$ cat src/sv/mwm_pkg.sv
`default_nettype none
// ----------------------------------------------------------------------------
// mwm_pkg
// Types, request codes and defaults shared by the maze wall map block.
// ----------------------------------------------------------------------------
package mwm_pkg;

  localparam int GRID_SIZE_DEF = 32;

  localparam logic [2:0] REQ_ADD       = 3'd0;
  localparam logic [2:0] REQ_SET       = 3'd1;
  localparam logic [2:0] REQ_MARK      = 3'd2;
  localparam logic [2:0] REQ_READ      = 3'd3;
  localparam logic [2:0] REQ_READ_KNWN = 3'd4;
  localparam logic [2:0] REQ_CLR_ALL   = 3'd5;
  localparam logic [2:0] REQ_CLR_RCH   = 3'd6;

  // wall mask bit positions
  localparam int SIDE_N = 0;
  localparam int SIDE_E = 1;
  localparam int SIDE_S = 2;
  localparam int SIDE_W = 3;

  typedef struct packed {
    logic [2:0] req_type;
    logic [4:0] x_pos;
    logic [4:0] y_pos;
    logic [3:0] wall_mask;
  } req_t;

  typedef struct packed {
    logic [3:0] walls_out;
    logic       cell_reached;
  } rsp_t;

  typedef struct packed {
    logic vld;
    req_t req;
  } stage_t;

endpackage
`default_nettype wire

$ cat src/sv/mwm_if.sv
`default_nettype none
// ----------------------------------------------------------------------------
// mwm_req_if / mwm_rsp_if
// Valid/ready channels for map requests and map results.
// ----------------------------------------------------------------------------
interface mwm_req_if;
  logic       valid;
  logic       ready;
  logic [2:0] req_type;
  logic [4:0] x_pos;
  logic [4:0] y_pos;
  logic [3:0] wall_mask;

  modport source (output valid, req_type, x_pos, y_pos, wall_mask, input ready);
  modport sink (input valid, req_type, x_pos, y_pos, wall_mask, output ready);
endinterface

`default_nettype wire

$ cat src/sv/mwm_in_stage.sv
`default_nettype none
// ----------------------------------------------------------------------------
// mwm_in_stage
// Request input register; holds one beat until the map stage takes it.
// ----------------------------------------------------------------------------
module mwm_in_stage
  import mwm_pkg::*;
(
  input  wire logic   clk,
  input  wire logic   rst_n,
  mwm_req_if.sink     in_ch,
  input  wire logic   adv,
  output stage_t      stg
);

  logic vld_r, vld_nxt;
  req_t req_r;

  assign in_ch.ready = !vld_r || adv;
  assign vld_nxt     = in_ch.valid || (vld_r && !adv);

  always_ff @(posedge clk) begin
    if (!rst_n) begin
      vld_r <= 1'b0;
    end else begin
      vld_r <= vld_nxt;
    end
  end

  always_ff @(posedge clk) begin
    if (in_ch.valid && in_ch.ready) begin
      req_r <= '{req_type:  in_ch.req_type,
                 x_pos:     in_ch.x_pos,
                 y_pos:     in_ch.y_pos,
                 wall_mask: in_ch.wall_mask};
    end
  end

  assign stg.vld = vld_r;
  assign stg.req = req_r;

endmodule
`default_nettype wire

$ cat src/flat_wrapper.sv
// flat-port wrapper written by rule: the top's interface ports become plain ports
module mwm_in_stage_flat import mwm_pkg::*;
  (clk, rst_n, adv, stg, in_ch_valid, in_ch_req_type, in_ch_x_pos, in_ch_y_pos, in_ch_wall_mask, in_ch_ready);
  mwm_req_if in_ch_i ();
  input  wire logic clk;
  input  wire logic rst_n;
  input  wire logic adv;
  output stage_t stg;
  input wire logic [$bits(in_ch_i.valid)-1:0] in_ch_valid;
  input wire logic [$bits(in_ch_i.req_type)-1:0] in_ch_req_type;
  input wire logic [$bits(in_ch_i.x_pos)-1:0] in_ch_x_pos;
  input wire logic [$bits(in_ch_i.y_pos)-1:0] in_ch_y_pos;
  input wire logic [$bits(in_ch_i.wall_mask)-1:0] in_ch_wall_mask;
  output wire logic [$bits(in_ch_i.ready)-1:0] in_ch_ready;
  assign in_ch_i.valid = in_ch_valid;
  assign in_ch_i.req_type = in_ch_req_type;
  assign in_ch_i.x_pos = in_ch_x_pos;
  assign in_ch_i.y_pos = in_ch_y_pos;
  assign in_ch_i.wall_mask = in_ch_wall_mask;
  assign in_ch_ready = in_ch_i.ready;
  mwm_in_stage u_core (.clk(clk), .rst_n(rst_n), .in_ch(in_ch_i), .adv(adv), .stg(stg));
endmodule
$ cat config.mk
export PLATFORM = sky130hd
export DESIGN_NAME = mwm_in_stage_flat
export DESIGN_NICKNAME = d
export VERILOG_FILES = /design/src/sv/mwm_pkg.sv /design/src/sv/mwm_if.sv /design/src/sv/mwm_in_stage.sv /design/src/flat_wrapper.sv
export SDC_FILE = /design/constraint.sdc
export NUM_CORES = 1
export LEC_CHECK = 0
export BUFFER_PORTS_ARGS = -buffer_cell sky130_fd_sc_hd__buf_2
export CORE_MARGIN = 4
export CORE_UTILIZATION = 34
export CTS_CLUSTER_DIAMETER = 120
export DETAILED_ROUTE_END_ITERATION = 16
export PLACE_DENSITY = 0.71
export SYNTH_ARGS = -nofsm -noshare
export SYNTH_HDL_FRONTEND = slang
export SYNTH_SLANG_ARGS = --single-unit
$ cat constraint.sdc
create_clock -name clk -period 1 [get_ports clk]
set_input_delay 0.05 -clock clk [delete_from_list [all_inputs] [get_ports clk]]
set_output_delay 0.05 -clock clk [all_outputs]
set_load 0.05 [all_outputs]
Yosys cells after proc, flatten, opt, wreduce, memory -nomap -nowiden
Cells that the tools add are included.

word-level totals
  output and inout bits = 19
  bits in registers = 18
  logic and storage cells = 11

operators by class
  reduce and logical (&&, ||, !) cells = 6

operator list
  operator           number
  logical AND 1 bit  2
  logical NOT 1 bit  2
  logical OR 1 bit   2

Logic depth before layout (Yosys ltp)
  word-level depth = 3
  mapped depth = 2
  depth with buffers taken out = 2

Least setup slack after synthesis
No wires, ideal clock.

  kind = reg2reg
  start point = register u_core.vld_r
  end point = register u_core.req_r, in the netlist u_core.stg[0] (enable)
  data required time = 686 ps
  slack = -77 ps
  arrival time = 763 ps
  period minus slack after synthesis = 1,077 ps
  setup time = 314 ps
  path buffers = 0
  stages on the path, launching flop included = 3
  cells stage by stage = dfxtp_1 > nand2b_4 > and2_4

between the ends
  word-level cells in the longest chain between the ends = 3

RTL lines
  element                 line                source
  start, declared         mwm_in_stage.sv:16  logic vld_r, vld_nxt;
  start signal, assigned  mwm_in_stage.sv:26  vld_r <= vld_nxt;
  logical NOT 1 bit       mwm_in_stage.sv:19  assign in_ch.ready = !vld_r || adv;
  logical OR 1 bit        mwm_in_stage.sv:19
  named net in_ch_ready   flat_wrapper.sv:14  output wire logic [$bits(in_ch_i.ready)-1:0] in_ch_ready;
  logical AND 1 bit       mwm_in_stage.sv:31  if (in_ch.valid && in_ch.ready) begin
  end signal, assigned    mwm_in_stage.sv:32  req_r <= '{req_type: in_ch.req_type,
  end, declared           mwm_in_stage.sv:17  req_t req_r;

The timed path passes the listed nets, and every way through them passes these cells.
A chain may end at the register's enable or synchronous reset.

Final worst setup path
  start point = register u_core.vld_r
  end point = register u_core.req_r, in the netlist u_core.stg[14] (enable)

between the ends
  word-level cells in the longest chain between the ends = 3

RTL lines
  element            line
  logical NOT 1 bit  mwm_in_stage.sv:19
  logical OR 1 bit   mwm_in_stage.sv:19
  logical AND 1 bit  mwm_in_stage.sv:31

No other way between the ends.

==> run_summary.xml <==
<?xml version="1.0" encoding="UTF-8"?>
<metrics>
  <group name="worst_setup_path">
    <metric name="worst-endpoint-required" unit="ns">0.99</metric>
    <metric name="setup.worst_path.class" unit="">register to register</metric>
    <metric name="startpoint" unit="">u_core.vld_r</metric>
    <metric name="worst-path-buf-inv" unit="">0</metric>
    <metric name="cp_top_family" unit="">flip-flops</metric>
    <metric name="worst_path_max_delay_cell" unit="">sky130_fd_sc_hd__dfxtp_2</metric>
    <metric name="cp_cell_sequence" unit="">nand2b_4, and2_2</metric>
    <metric name="worstSetupEndpointType" unit="">register</metric>
    <metric name="worstPathArrival" unit="ns">0.96</metric>
    <metric name="worst-r2r-setup-slack" unit="ns">0.03</metric>
    <metric name="critical_path.reg2reg.startpoint" unit="">u_core.vld_r</metric>
    <metric name="crit-reg2reg-capture" unit="">u_core.stg[14]</metric>
    <metric name="startpoint_class" unit="">register</metric>
    <metric name="critPathMaxStageDelay" unit="ns">0.34</metric>
    <metric name="worstSetupEndpoint" unit="">u_core.stg[14]</metric>
    <metric name="reg2reg_depth" unit="">2</metric>
    <metric name="crit_path_max_fanout" unit="">8</metric>
    <metric name="timing.critical_path.depth" unit="">2</metric>
  </group>
  <group name="yosys">
    <metric name="postSynth.asyncResetShare" unit="%">0</metric>
    <metric name="syn_avg_cell_area" unit="µm²">25.0</metric>
    <metric name="synth.top_cells.by_area" unit="">sky130_fd_sc_hd__edfxtp_1 89%, sky130_fd_sc_hd__dfxtp_1 3.5%, sky130_fd_sc_hd__nand2b_4 2.4%</metric>
    <metric name="yosys_warnings" unit="">0</metric>
    <metric name="yosys.cell_count.top_type" unit="">sky130_fd_sc_hd__edfxtp_1</metric>
    <metric name="post_synthesis_cell_area" unit="µm²">576</metric>
    <metric name="seq_area_frac_synth" unit="%">92.2</metric>
    <metric name="synthCells" unit="">23</metric>
    <metric name="cell_accounting_for_the_most_synthesized_area" unit="">sky130_fd_sc_hd__edfxtp_1</metric>
    <metric name="synth.lib_cells_used.distinct" unit="">7</metric>
    <metric name="postSynth.topFlopCell" unit="">sky130_fd_sc_hd__edfxtp_1</metric>
    <metric name="synth_enable_flop_cells" unit="">17</metric>
    <metric name="synth-seq-cells" unit="">18</metric>
    <metric name="netlist.area_leader.share" unit="%">88.7</metric>
    <metric name="syn-num-nets" unit="">44</metric>
  </group>
  <group name="floorplan">
    <metric name="rows" unit="">14</metric>
    <metric name="die_height" unit="µm">49.1</metric>
    <metric name="floorplan.die_area" unit="mm²">0.00242</metric>
    <metric name="width_of_the_die" unit="µm">49.1</metric>
    <metric name="ios" unit="">40</metric>
    <metric name="initial_core_util" unit="%">36.9</metric>
    <metric name="core_region_area" unit="mm²">0.00156</metric>
  </group>
  <group name="pwr">
    <metric name="ir_worst_vdd" unit="V">0.000699</metric>
    <metric name="power.leakage" unit="µW">0.000443</metric>
    <metric name="power_per_cell_area" unit="mW/mm²">1560</metric>
  </group>
  <group name="placed_design">
    <metric name="preCtsSetupSlack" unit="ns">0.00808</metric>
    <metric name="dp_cells" unit="">77</metric>
    <metric name="globalplace.congestion" unit="">0.601</metric>
    <metric name="port_buffers" unit="">39</metric>
  </group>
  <group name="clocking">
    <metric name="clkSlewWorstSetupHoldPaths" unit="ns">0.10</metric>
    <metric name="ctsHtreeMaxLevel" unit="">1</metric>
    <metric name="cts_tree" unit="">done</metric>
    <metric name="worstSkewPairLatency" unit="ns">0.28</metric>
    <metric name="cts-root-to-sink-buffers" unit="">2</metric>
    <metric name="cts_buffer_count" unit="">3</metric>
    <metric name="clockRootBuffer" unit="">sky130_fd_sc_hd__clkbuf_4</metric>
    <metric name="cts.sinks" unit="">18</metric>
  </group>
  <group name="layout">
    <metric name="fillCellCount" unit="">110</metric>
    <metric name="final-instance-count-excl-fill" unit="">100</metric>
    <metric name="antenna-diode-count" unit="">0</metric>
    <metric name="drive_gt1_share" unit="%">56.0</metric>
    <metric name="finish.net_count" unit="">106</metric>
    <metric name="syn2layout_area_growth" unit="%">74.3</metric>
  </group>
  <group name="timing">
    <metric name="number_of_hold_violations_in_the_final_report" unit="">0</metric>
    <metric name="report.final.slew_viol_count" unit="">0</metric>
    <metric name="min_period_over_period" unit="%">96.6</metric>
    <metric name="grt_setup_unrepaired" unit="">yes</metric>
    <metric name="setup_failing_eps_final" unit="">0</metric>
    <metric name="timing.final.ws_setup" unit="ns">0.0338</metric>
    <metric name="max_freq" unit="GHz">1.04</metric>
    <metric name="finalWorstPathRequiredPeriod" unit="ns">0.966</metric>
    <metric name="worst_slew_pin_slew" unit="ns">0.254</metric>
    <metric name="clock-skew-final" unit="ns">0.00563</metric>
    <metric name="slew_headroom" unit="%">83.2</metric>
  </group>
  <group name="detailed_routing">
    <metric name="drc_errors" unit="">0</metric>
    <metric name="wl_per_cell" unit="µm">13.6</metric>
    <metric name="vias_per_cell" unit="">4.27</metric>
    <metric name="detailroute.via_count" unit="">427</metric>
    <metric name="ant_nets" unit="">0</metric>
    <metric name="initialDrtViolationCount" unit="">7</metric>
    <metric name="detailed_routing_iteration_count_for_the_pre_antenna_repair_pass" unit="">2</metric>
    <metric name="drt-total-wl" unit="µm">1360</metric>
  </group>
  <group name="grt">
    <metric name="grt_first_pass_wirelength" unit="µm">2190</metric>
    <metric name="pin_count_of_the_biggest_net_entering_global_routing" unit="">11</metric>
    <metric name="grt_use_total" unit="%">12.5</metric>
    <metric name="grt_overflow" unit="">0</metric>
    <metric name="grt_antenna_before_repair" unit="">0</metric>
    <metric name="grt_pass1_vias" unit="">479</metric>
  </group>
  <group name="run">
    <metric name="max-cap-violations" unit="">0</metric>
  </group>
  <group name="run_status">
    <metric name="run_status" unit="">completed</metric>
  </group>
  <group name="min_path">
    <metric name="timing.hold.worst.class" unit="">input pin to register</metric>
  </group>
</metrics>
## worst min-delay path, cell delays in order
cell and delay (ns):
sky130_fd_sc_hd__buf_2 0.12, sky130_fd_sc_hd__inv_1 0.06, sky130_fd_sc_hd__a21boi_2 0.04
## cell families (layout without fill, tap and decap cells)
logic type | count (synthesis) | in the layout | synth area share [%]
flops | 18 | 18 | 92.2
compound gates | 1 | 1 | 1.96
buf+inv | 2 | 62 | 1.96
simple gates | 2 | 3 | 3.91
## registers in the layout, indices dropped and copies added (netlist names)
signal and count:
u_core.stg 17, u_core.vld_r 1
## worst min-delay path by stage
stage / from / endpoint / slack [ns] / cells after the start
2_1_floorplan: in_ch_wall_mask[0] / u_core.stg[0] / 0.15 / 0
3_3_place_gp: in_ch_wall_mask[0] / u_core.stg[0] / 0.23 / 1
3_5_place_dp: in_ch_wall_mask[0] / u_core.stg[0] / 0.23 / 1
4_1_cts: in_ch_valid / u_core.vld_r / 0.01 / 3
5_1_grt: in_ch_valid / u_core.vld_r / 0.02 / 3
6_report: in_ch_valid / u_core.vld_r / 0.02 / 3
## stage by stage
stage | setup TNS (ns) | power, µW | util [%] | hold WS [ns] | cell area (µm²)
final | 0 | 1560 | 64.4 | 0.0209 | 1000
after global routing | -0.0418 | 1640 | 64.4 | 0.0152 | 1000
after CTS | 0 | 1580 | 64.2 | 0.0141 | 1000
after detailed placement | 0 | 1170 | 50.3 | 0.228 | 785
after global placement | 0 | 1170 | 50.3 | 0.229 | 785
after floorplan | -1.22 | 1090 | - | 0.149 | 577
## power breakdown
part           total [µW]  switching, µW  internal, µW
Combinational         327            212           115
Clock                 350            205           145
Sequential            887           11.3           876
Total                1560            429          1140
## layout make-up
type | count | area (µm²) | area share, %
Tap cell | 16 | 20.0 | 2.00
Clock buffer | 3 | 22.5 | 2.24
Sequential cell | 18 | 532 | 53.0
Timing Repair Buffer | 57 | 380 | 37.9
Clock inverter | 1 | 3.75 | 0.374
Inverter | 1 | 3.75 | 0.374
Multi-Input combinational cell | 4 | 41.3 | 4.11
## routing by layer
metal	wire length, µm	vias to the layer above	track usage [%]
met3	82	2	3.67
met5	0	-	0
met2	801	17	22.8
met4	14	0	7.11
met1	456	199	12.3
li1	-	209	-
## timing repair
item                                   4_1_cts  5_1_grt
resized for setup                            1        2
setup buffers                                0        0
cloned                                       1        0
pin swaps                                    1        0
setup endpoints to repair                    8       10
hold buffers                                18        0
endpoints found under the hold margin       18        0
## cells in the final DEF, fill, tap and decap left out
cell type and count:
sky130_fd_sc_hd__inv_1 1, sky130_fd_sc_hd__dlygate4sd3_1 18, sky130_fd_sc_hd__clkinv_1 1, sky130_fd_sc_hd__and2_4 1, sky130_fd_sc_hd__nand2b_4 1, sky130_fd_sc_hd__buf_2 37
sky130_fd_sc_hd__dfxtp_2 1, sky130_fd_sc_hd__and2_2 1, sky130_fd_sc_hd__edfxtp_1 17, sky130_fd_sc_hd__a21boi_2 1, sky130_fd_sc_hd__buf_4 2, sky130_fd_sc_hd__clkbuf_4 3
(Power assumes the default switching activity.)
